## config.mk

```make
export PLATFORM = sky130hd
export DESIGN_NAME = fragment_dictionary_compressor_top
export DESIGN_NICKNAME = d
export VERILOG_FILES = /design/src/rtl/fdc_pkg.sv /design/src/rtl/fdc_matcher.sv /design/src/rtl/fdc_queue.sv /design/src/rtl/fragment_dictionary_compressor_top.sv
export SDC_FILE = /design/constraint.sdc
export NUM_CORES = 1
export LEC_CHECK = 0
export BUFFER_PORTS_ARGS = -buffer_cell sky130_fd_sc_hd__buf_2
export CAP_MARGIN = 40
export CORE_MARGIN = 8
export CORE_UTILIZATION = 45
export CTS_BUF_LIST = sky130_fd_sc_hd__clkbuf_4 sky130_fd_sc_hd__clkbuf_8
export DETAILED_ROUTE_END_ITERATION = 6
export GPL_TIMING_DRIVEN = 0
export HOLD_SLACK_MARGIN = 0.06
export PLACE_DENSITY = 0.64
export SYNTH_ARGS = -nofsm -noshare
export SYNTH_HDL_FRONTEND = slang
export SYNTH_SLANG_ARGS = --single-unit
```

## constraint.sdc

```tcl
create_clock -name clock -period 7.2 [get_ports clock]
set_input_delay 0 -clock clock [delete_from_list [all_inputs] [get_ports clock]]
set_output_delay 0 -clock clock [all_outputs]
set_load 0.03 [all_outputs]
```

## src/rtl/fdc_pkg.sv

```systemverilog
`default_nettype none

package fdc_pkg;

   // Table sizes, in fragments.
   localparam int unsigned QUAD_SIZE   = 64;
   localparam int unsigned TRIPLE_SIZE = 64;
   localparam int unsigned PAIR_SIZE   = 128;

   // Default fragment counts.
   localparam int unsigned QUAD_COUNT_DEF   = 28;
   localparam int unsigned TRIPLE_COUNT_DEF = 5;
   localparam int unsigned PAIR_COUNT_DEF   = 95;

   // Codes at and above this value are fragment codes.
   localparam int unsigned CODE_BASE = 128;

   // One step leaves at most this many codes.
   localparam int unsigned MAX_PUSH = 4;

   // Result queue depth; a power of two of at least MAX_PUSH.
   localparam int unsigned QUEUE_DEPTH = 8;

   localparam logic [8*QUAD_SIZE*4-1:0] QUAD_TEXT = {
      " thethe  You The of . Th is ing You hereThe  areare  in ere n th",
      "f th to of tre iand  andall is aou a youu aro the iss a ssagsage",
      " a sassa herTher walhe she fmalle nosmal smaorthoom passeastwall",
      "to t. Yoin tre. nort pas norave . A n't  fro can leahe wweste. T"};

   localparam logic [8*TRIPLE_SIZE*3-1:0] TRIPLE_TEXT = {
      "he  ththere  a  Th. Tou  ofYou YoingTheereng of ",
      "heris  isnd alls aed e ie.  an inareand arto e s",
      " toin  non tge om f t paer es  heth e aave coll ",
      "e w waagest u a havere oe fyouo t yo caear onass"};

   localparam logic [8*PAIR_SIZE*2-1:0] PAIR_TEXT = {
      "e heth t a. s reouinerd t  on  s iarana st c wisear ornd Tng hon",
      " falroThf esooofu Yo Y ledveg astoeny omgellteha ro at plole bl ",
      " nh  d eitnonee.lisedem wassraelntpacomaowadlahiurutavriagdi mbe",
      "saiccartpeceus y Adoolsoyoeeweunsiidcht., ck gsmnswitahornacrsti"};

   typedef logic [6:0] char_type;

   // Result of matching the four window characters.
   typedef struct packed {
      logic [7:0] code;
      logic [2:0] used;
   } match_type;

   // One code waiting to be delivered.
   typedef struct packed {
      logic [7:0] code;
      logic       last;
   } entry_type;

   // The codes one step hands to the result queue.
   typedef struct packed {
      entry_type [MAX_PUSH-1:0] slot;
      logic [2:0]               count;
   } push_type;

   function automatic char_type quad_char(input int unsigned i, input int unsigned k);
      return QUAD_TEXT[8*(QUAD_SIZE*4-1-(i*4+k)) +: 7];
   endfunction

   function automatic char_type triple_char(input int unsigned i, input int unsigned k);
      return TRIPLE_TEXT[8*(TRIPLE_SIZE*3-1-(i*3+k)) +: 7];
   endfunction

   function automatic char_type pair_char(input int unsigned i, input int unsigned k);
      return PAIR_TEXT[8*(PAIR_SIZE*2-1-(i*2+k)) +: 7];
   endfunction

endpackage

`default_nettype wire

```

## src/rtl/fdc_matcher.sv

```systemverilog
`default_nettype none

module fdc_matcher #(
   parameter int unsigned QUAD_COUNT   = fdc_pkg::QUAD_COUNT_DEF,
   parameter int unsigned TRIPLE_COUNT = fdc_pkg::TRIPLE_COUNT_DEF,
   parameter int unsigned PAIR_COUNT   = fdc_pkg::PAIR_COUNT_DEF
) (
   input  fdc_pkg::char_type  win [4],
   output fdc_pkg::match_type match
);
   import fdc_pkg::*;

   // Counts above a table's size are held to the size.
   localparam int unsigned NQ = (QUAD_COUNT < QUAD_SIZE) ? QUAD_COUNT : QUAD_SIZE;
   localparam int unsigned NT = (TRIPLE_COUNT < TRIPLE_SIZE) ? TRIPLE_COUNT : TRIPLE_SIZE;
   localparam int unsigned NP = (PAIR_COUNT < PAIR_SIZE) ? PAIR_COUNT : PAIR_SIZE;

   localparam logic [7:0] QUAD_BASE   = 8'(CODE_BASE % 256);
   localparam logic [7:0] TRIPLE_BASE = 8'((CODE_BASE + QUAD_COUNT) % 256);
   localparam logic [7:0] PAIR_BASE   = 8'((CODE_BASE + QUAD_COUNT + TRIPLE_COUNT) % 256);

   logic [QUAD_SIZE-1:0]   quad_hit;
   logic [TRIPLE_SIZE-1:0] triple_hit;
   logic [PAIR_SIZE-1:0]   pair_hit;

   for (genvar i = 0; i < QUAD_SIZE; i++) begin : g_quad
      assign quad_hit[i] = (i < NQ) &&
                           win[0] == quad_char(i, 0) && win[1] == quad_char(i, 1) &&
                           win[2] == quad_char(i, 2) && win[3] == quad_char(i, 3);
   end

   for (genvar i = 0; i < TRIPLE_SIZE; i++) begin : g_triple
      assign triple_hit[i] = (i < NT) &&
                             win[0] == triple_char(i, 0) && win[1] == triple_char(i, 1) &&
                             win[2] == triple_char(i, 2);
   end

   for (genvar i = 0; i < PAIR_SIZE; i++) begin : g_pair
      assign pair_hit[i] = (i < NP) &&
                           win[0] == pair_char(i, 0) && win[1] == pair_char(i, 1);
   end

   logic [5:0] quad_idx;
   logic [5:0] triple_idx;
   logic [6:0] pair_idx;

   // The lowest matching index wins within each table.
   always_comb begin
      quad_idx   = '0;
      triple_idx = '0;
      pair_idx   = '0;
      for (int i = QUAD_SIZE - 1; i >= 0; i--) begin
         if (quad_hit[i]) quad_idx = 6'(i);
      end
      for (int i = TRIPLE_SIZE - 1; i >= 0; i--) begin
         if (triple_hit[i]) triple_idx = 6'(i);
      end
      for (int i = PAIR_SIZE - 1; i >= 0; i--) begin
         if (pair_hit[i]) pair_idx = 7'(i);
      end
   end

   // Longer fragments take precedence over shorter ones.
   always_comb begin
      if (|quad_hit) begin
         match.code = QUAD_BASE + {2'b00, quad_idx};
         match.used = 3'd4;
      end else if (|triple_hit) begin
         match.code = TRIPLE_BASE + {2'b00, triple_idx};
         match.used = 3'd3;
      end else if (|pair_hit) begin
         match.code = PAIR_BASE + {1'b0, pair_idx};
         match.used = 3'd2;
      end else begin
         match.code = {1'b0, win[0]};
         match.used = 3'd1;
      end
   end

endmodule

`default_nettype wire

```

## src/rtl/fdc_queue.sv

```systemverilog
`default_nettype none

module fdc_queue (
   input  logic               clock,
   input  logic               reset,
   input  fdc_pkg::push_type  push,
   input  logic               take,
   output fdc_pkg::entry_type head,
   output logic               filled,
   output logic               room
);
   import fdc_pkg::*;

   localparam int unsigned PW = $clog2(QUEUE_DEPTH);
   localparam int unsigned CW = PW + 1;

   entry_type       mem_ff [QUEUE_DEPTH];
   logic [PW-1:0]   wr_ff, wr_in;
   logic [PW-1:0]   rd_ff, rd_in;
   logic [CW-1:0]   count_ff, count_in;

   assign head   = mem_ff[rd_ff];
   assign filled = (count_ff != '0);
   // Room for a full step is checked against the current fill alone.
   assign room   = (count_ff <= CW'(QUEUE_DEPTH - MAX_PUSH));

   always_comb begin
      wr_in    = wr_ff + PW'(push.count);
      rd_in    = rd_ff + PW'(take);
      count_in = count_ff + CW'(push.count) - CW'(take);
   end

   always_ff @(posedge clock) begin
      if (reset) begin
         wr_ff    <= '0;
         rd_ff    <= '0;
         count_ff <= '0;
      end else begin
         wr_ff    <= wr_in;
         rd_ff    <= rd_in;
         count_ff <= count_in;
      end
   end

   for (genvar i = 0; i < QUEUE_DEPTH; i++) begin : g_entry
      logic [PW-1:0] offset;
      assign offset = PW'(i) - wr_ff;
      always_ff @(posedge clock) begin
         if (CW'(offset) < CW'(push.count)) begin
            mem_ff[i] <= push.slot[offset[1:0]];
         end
      end
   end

endmodule

`default_nettype wire

```

## src/rtl/fragment_dictionary_compressor_top.sv

```systemverilog
`default_nettype none

// Channel   Direction  Handshake          Payload
// req       in         req_valid/stall    req_text_byte[6:0], req_end_of_text
// rsp       out        rsp_valid/stall    rsp_code_byte[7:0], rsp_last_code
//
// One text byte is taken per cycle while req_stall is low; the window update and
// fragment match are combinational, bounded by the parallel table compare in the
// matcher. Each transfer pushes zero to four codes into an eight-entry result
// queue that delivers one code per cycle while rsp_stall is low; an end of text
// can push up to four at once. req_stall rises while the queue holds more than
// four codes. Reset empties the window and the result queue.

module fragment_dictionary_compressor_top #(
   parameter int unsigned QUAD_COUNT   = fdc_pkg::QUAD_COUNT_DEF,
   parameter int unsigned TRIPLE_COUNT = fdc_pkg::TRIPLE_COUNT_DEF,
   parameter int unsigned PAIR_COUNT   = fdc_pkg::PAIR_COUNT_DEF
) (
   input  logic       clock,
   input  logic       reset,
   input  logic       req_valid,
   output logic       req_stall,
   input  logic [6:0] req_text_byte,
   input  logic       req_end_of_text,
   output logic       rsp_valid,
   input  logic       rsp_stall,
   output logic [7:0] rsp_code_byte,
   output logic       rsp_last_code
);
   import fdc_pkg::*;

   // Pending characters of the current text and how many are held.
   char_type   window_ff [3];
   char_type   window_in [3];
   logic [1:0] count_ff, count_in;

   logic       accept;
   logic       room;
   logic       take;
   char_type   win [4];
   logic [2:0] avail;
   logic       full_window;
   match_type  match;
   logic [2:0] used;
   char_type   lit [4];
   logic [2:0] left;
   push_type   push;
   entry_type  head;

   assign accept = req_valid && room;
   assign req_stall = !room;

   // The new byte lands right after the pending characters.
   always_comb begin
      for (int k = 0; k < 3; k++) begin
         win[k] = (count_ff == 2'(k)) ? req_text_byte : window_ff[k];
      end
      win[3] = req_text_byte;
   end

   assign avail = {1'b0, count_ff} + 3'd1;
   assign full_window = (avail == 3'd4);

   fdc_matcher #(
      .QUAD_COUNT  (QUAD_COUNT),
      .TRIPLE_COUNT(TRIPLE_COUNT),
      .PAIR_COUNT  (PAIR_COUNT)
   ) u_matcher (
      .win  (win),
      .match(match)
   );

   // Characters not consumed by a match, in order. They either stay in the
   // window or, at the end of a text, leave as literals.
   assign used = full_window ? match.used : 3'd0;
   assign left = avail - used;

   always_comb begin
      logic [2:0] pos;
      for (int k = 0; k < 4; k++) begin
         pos = used + 3'(k);
         lit[k] = win[pos[1:0]];
      end
   end

   always_comb begin
      logic [2:0] n;
      push = '0;
      n = '0;
      if (full_window) begin
         push.slot[0].code = match.code;
         n = 3'd1;
      end
      if (req_end_of_text) begin
         for (int k = 0; k < 3; k++) begin
            if (3'(k) < left) begin
               push.slot[2'(n) + 2'(k)].code = {1'b0, lit[k]};
            end
         end
         n = n + left;
         if (n != '0) begin
            push.slot[2'(n - 3'd1)].last = 1'b1;
         end
      end
      push.count = accept ? n : 3'd0;
   end

   always_comb begin
      for (int k = 0; k < 3; k++) begin
         window_in[k] = lit[k];
      end
      count_in = req_end_of_text ? 2'd0 : left[1:0];
   end

   always_ff @(posedge clock) begin
      if (reset) begin
         count_ff <= '0;
      end else if (accept) begin
         count_ff <= count_in;
      end
   end

   always_ff @(posedge clock) begin
      if (accept) begin
         window_ff <= window_in;
      end
   end

   assign take = rsp_valid && !rsp_stall;

   fdc_queue u_queue (
      .clock (clock),
      .reset (reset),
      .push  (push),
      .take  (take),
      .head  (head),
      .filled(rsp_valid),
      .room  (room)
   );

   assign rsp_code_byte = head.code;
   assign rsp_last_code = head.last;

endmodule

`default_nettype wire
```

---- Word level (Yosys, flattened, before mapping) ----
Memory sizes are Yosys's and may differ from the RTL's. A register that Yosys moved wholly into a read port is not among the register bits.
Index checks and enable logic that the tools add are counted.
storage, ports and cells
  register bits after elaboration ......... 33
  bits in writable memories ............... 72
  input port bits ......................... 12
  output and inout port bits .............. 11
  word-level logic and storage cells ...... 527
  memories ................................ 1
memories
  memory          words  bits a word  rd ports  clocked after memory_dff  wr ports  RTL line         RTL
  u_queue.mem_ff  8      9            1         1                         4         fdc_queue.sv:17  entry_type mem_ff [QUEUE_DEPTH];
operators by class
  add/subtract/negate cells ............... 23
  magnitude comparators ................... 31
  equal/unequal tests ..................... 76
  multiplexer cells ....................... 214
  bitwise logic cells ..................... 3
  reduce and logical (&&, ||, !) cells .... 172
operator list
  kind                                                         number
  two-way mux 7 bit                                            104
  == test 7 bit (second input constant)                        67
  two-way mux 36 bit                                           8
  two-way mux 6 bit                                            31
  logical AND 1 bit                                            160
  binary-select mux 9 bit (select 2 bit)                       8
  bitwise mux 36 bit                                           4
  two-way mux 9 bit                                            15
  OR reduction 95 bit                                          1
  demux 9 bit (select 2 bit)                                   4
  binary-select mux 7 bit (select 2 bit)                       3
  == test 7 x 6 -> 1 bit (second input constant)               6
  less-than comparator 2 x 3 -> 1 bit (second input constant)  12
  OR reduction 9 bit                                           4
  two-way mux 11 bit                                           3
  OR reduction 28 bit                                          1
  two-way mux 3 bit                                            9
  less-than comparator 3 bit                                   8
  two-way mux 1 bit                                            22
  adder 8 x 6 -> 8 bit (first input constant)                  2
  subtractor 3 bit (first input constant)                      4
  >= comparator 3 bit (second input constant)                  3
  NOT 2 -> 3 bit                                               3
  adder 8 x 7 -> 8 bit (first input constant)                  1
  27 further kinds                                             36

---- Depth between registers and ports, before layout ----
  word-level depth ........................ 123
  mapped depth ............................ 26

---- Hierarchy ----
A second synthesis with hierarchy kept.
second synthesis, totals
  cells, all modules ...................... 1,023
  area total of the unflattened synthesis .. 10,224.8 um^2
by module, submodules not included
  module                              instances  cells an instance  area each (um^2)
  fdc_queue                           1          246                4,494.3
  fdc_matcher                         1          549                3,498.4
  fragment_dictionary_compressor_top  1          228                2,232.1

---- Least setup slack after synthesis ----
No wires, ideal clock.
  path kind ............................... register to register
  from .................................... register count_ff[1]
  to ...................................... memory u_queue.mem_ff[3][0] (netlist bit), enable pin
  library setup time ...................... 0.378 ns
  arrival ................................. 5.740 ns
  slack ................................... 1.082 ns
  cell stages (with the launch flop) ...... 24
  buffers on the path ..................... 4
  clock period less this slack ............ 6.118 ns
  cells stage by stage .................... dfxtp_1 -> inv_1 -> ha_1 -> buf_6 -> or3b_1 -> clkbuf_2 -> a222oi_1 -> buf_6 -> nand3_2 -> nand4_1 -> nor4_1 -> and4_1 -> buf_6 -> a21oi_2 -> nor2_1 -> ha_1 -> fa_1 -> inv_1 -> ha_1 -> xnor3_1 -> or3_1 -> ha_1 -> inv_1 -> a21oi_1
RTL lines
  element                 RTL line                                   RTL
  start, declared         fragment_dictionary_compressor_top.sv:35   logic [1:0] count_ff, count_in;
  start signal, assigned  fragment_dictionary_compressor_top.sv:119  count_ff <= count_in;
  end, declared           fdc_queue.sv:17

==> results <==
- The overall via count from detail_route is between 10000 and 15000.
- The final-report max-slew violation count is 0.
- Summed over all instances, the cell type with the most area after synthesis is edfxtp_1.
- Detailed placement finished with a half-perimeter wire length of between 30000 and 40000 um.
- In the routed layout, each cell is associated on average with a via count of approximately 7.4.
- The placer congestion estimate is between 1 and 1.5.
- Setup repair after global routing left no endpoint under its margin.
- For this run, the detailed router's first-pass iteration total came to 7.
- The total number of clock tree sinks is roughly 110.
- The aggregate global routing overflow is 0.
- The latest clock arrival within the worst-skew pair is around 410 ps.
- The achievable clock frequency is about 140 MHz.
- The final net count is 1300.
- After detailed routing, the average wire length per cell comes to a little over 30 um.
- The region available for standard cell placement spans 0.02264 mm^2.
- The ratio of cells with drive above 1 in the final layout is 20.92%.
- The internal reg-to-reg setup slack is around 220 ps.
- The maximum VDD drop is between 0.15 and 0.2 mV.
- The final critical path takes up 96.95% of the cycle.
- Sorting the synthesized cells by area gives the leading types as edfxtp_1, ha_1, mux4_2.
- For this run, design rule violations remaining after detail routing come to 33.
- For this block, the routed nets add up to between 40000 and 50000 um of wire.
- Entering global routing, the biggest net connects 23 pins.
- The final reports fail on design-rule violations.
- The via count of the first global-routing pass was about 11000.
- The number of antenna violations at the first check in global routing is 2.
- The clock period minus worst slack is around 7000 ps.
- The run finished, with violations left.
- No sink is reached through more buffers than the 2 on the longest clock path.
- On the final layout, the worst clock skew is 33.22 ps.
- 23 I/O pins were placed.
- The type of the worst setup path is reg2reg.
- Yosys mapped the design onto slightly above 100 distinct sky130hd cell types.
- The reported max-cap violation count is 0.
- The first routing iteration left ~1800 violations.
- The TritonCTS clock tree is built.
- The highest fanout seen on the critical path is 10.
- After detailed placement, the total cell area comes to about 0.011 mm^2.
- Among all flip-flop cells after synthesis, the most frequent one is edfxtp_1.
- The async set-reset flop share out of synthesis is 0%.
- The required time of the critical path is between 7000 and 8000 ps.
- The number of flops mapped to enable cells by yosys is 93.
- The share of synthesized area in the top cell type comes to 26.98%.
- The finished layout holds about 1500 standard cells, fillers aside.
- During placement, the flow inserted port buffers numbering 22.
- The die extent in y is between 150 and 200 um.
- The leakage power of the design is a little over 4 nW.
- The floorplan row count is 55.
- The clock transition at the registers of the reported paths is approximately 120 ps.
- At the pin with the least slew margin, the transition time is 979.4 ps.
- The global-route wire length before repair is a little under 70000 um.
- The power density relative to cell area is around 240 mW/mm^2.
- The depth of the CTS H-tree is 3.
- The number of endpoints failing setup at the final stage is 0.
- The die boundary width is ~170 um.
- The area enclosed by the die boundary is roughly 0.028 mm^2.
- In the global route stage, overall resource usage came out at approximately 32%.
- The count of fill cells added during filler insertion is between 2000 and 2500.
- In the final layout, flip-flops and latches occupy between 0.003 and 0.004 mm^2.
- In the synthesized netlist, the number of instances is 1162.
- The register bit total from synthesis is 105.
- Once detail routing completed, the nets flagged for antenna violations numbered 0.
- The total number of yosys warnings is 0.
- The kind of launch point of the worst setup path is a register.
- The mean post-synth cell area is between 8 and 9 um^2.
- The final cell area excluding filler cells is about 0.012 mm^2.
- Including well taps, the total number of placed cells is between 1000 and 1500.
- The worst relative slew slack is 34.70%.
- In this run the cell area of the synthesized design comes to between 0.01 and 0.015 mm^2.
- Counting every net in the synthesized netlist gives approximately 1200.
- The multi-input combinational cells in the finished layout cover a total of 0.006888 mm^2.
- The antenna diode count is 0.
- The sequential cell area fraction in the yosys report is between 20% and 30%.
- In this run the worst hold path is classified as in2reg.
- In the layout the commonest cells are nand2_1, edfxtp_1, nor2_1, nand3_1, buf_4.
- The initial cell density of the core is 45.73%.
- The leading cell type in the layout, fill and taps excluded is nand2_1.
- The worst setup path is captured at a register.
- The arrival time of the worst setup path is just over 7000 ps.
- The final hold violation count is 0.
- In this run, CTS created clock tree buffers numbering 9.
- The relative area change from synthesis to final layout is 12.97%.
- The tree is rooted in a clkbuf_8.
==> through the flow <==
stage	util, %	TNS [ps]	setup WS [ps]	hold WS, ps	total power [mW]
floorplan	-	0	1082	71.61	1.850
global placement	47.79	-98210	-1264	191.3	2.288
CTS	50.40	0	1.310	74.43	2.750
finish	51.66	0	219.2	127.2	2.809
global route	51.66	0	27.94	165.9	2.931
detailed placement	48.53	-24960	-494.1	194.3	2.338
==> what timing repair did <==
| action | 4_1_cts | 5_1_grt |
|---|---|---|
| setup buffers | 20 | 17 |
| cloned | 0 | 0 |
| hold buffers | 1 | 0 |
| gates resized for setup | 14 | 34 |
| hold endpoints to repair | 2 | 0 |
| setup endpoints to repair | 74 | 78 |
| pin swaps | 12 | 9 |
==> registers in the layout, summed over array words and instances (netlist names) <==
signal / count
count_ff: 2
u_queue.count_ff: 4
u_queue.mem_ff: 72
u_queue.rd_ff: 3
u_queue.wr_ff: 3
window_ff: 21
==> cell type report <==
cell class / count / area share, %
Buffer: 88 / 3.884
Clock buffer: 9 / 1.059
Clock inverter: 7 / 0.7810
Inverter: 45 / 1.444
Multi-Input combinational cell: 924 / 58.90
Sequential cell: 105 / 25.93
Tap cell: 285 / 3.049
Timing Repair Buffer: 79 / 4.953
==> synth_stat cells (5+ instances only) <==
master / number
nand2_1: 107
edfxtp_1: 93
nor2_1: 72
nand3_1: 69
a21oi_1: 58
clkbuf_1: 46
inv_1: 44
nand4_1: 40
o21ai_0: 35
ha_1: 33
nor3_1: 33
mux2_2: 32
a22oi_1: 29
buf_2: 23
a222oi_1: 20
o22ai_1: 20
nand3b_1: 19
mux4_2: 18
mux2i_1: 17
nor2b_1: 17
a32oi_1: 15
nor4_1: 15
o211ai_1: 14
and3_1: 13
o2111ai_1: 13
dfxtp_1: 12
a31oi_1: 11
a21o_1: 10
and2_1: 10
o221ai_1: 10
xnor2_1: 10
buf_6: 8
nand2b_1: 8
o31ai_1: 8
or3_1: 8
or3b_1: 8
a211oi_1: 7
a32o_1: 7
nand4b_1: 7
a22o_1: 6
and4_1: 6
buf_4: 6
o21a_1: 6
o32ai_1: 5
or3b_2: 5
==> final timing paths <==
| check | from | endpoint | cells past startpoint |
|---|---|---|---|
| worst max-delay path | count_ff[0] | u_queue.mem_ff[2][4] | 23 |
| worst min register to register | count_ff[1] | count_ff[1] | 2 |
| worst max register to register | count_ff[0] | u_queue.mem_ff[2][4] | 23 |
| worst min-delay path | req_valid | count_ff[0] | 4 |
==> power by group <==
group	internal (mW)	switching, mW
Sequential	0.847	0.0845
Combinational	0.519	0.955
Clock	0.143	0.260
==> cell families (layout without fill, tap and decap cells) <==
logic type | after synthesis | count (layout) | share of synthesized area [%]
AOI/OAI and AO/OA | 328 | 328 | 23.85
xor gates and xnor gates | 14 | 14 | 1.317
adders and majority gates | 36 | 36 | 4.569
buffers and inverters | 133 | 228 | 5.910
DFF | 105 | 105 | 29.30
muxes | 67 | 67 | 9.040
and+or+nand+nor | 479 | 479 | 26.02
==> critical path: stages, from the launching register on <==
cell and delay [ps]:
dfxtp_1 380, inv_1 100, ha_2 310, buf_4 210
or3b_2 540, a22oi_2 360, clkbuf_4 290, nand2_2 150
o2111ai_2 330, nor4_1 110, clkdlybuf4s18_2 270, and4b_1 200
buf_4 200, a21oi_4 230, nor2_1 120, ha_1 210
fa_1 620, inv_1 90, ha_1 210, xnor3_1 350
or3_4 420, ha_1 330, a21oi_2 360, buf_4 260
==> metal layers <==
metal	global-route usage, %	wire [um]
met5	0	27
met4	14.17	2430
met3	7.759	5761
met2	46.90	19470
met1	44.78	19130
Power figures use the tool's default switching activity.
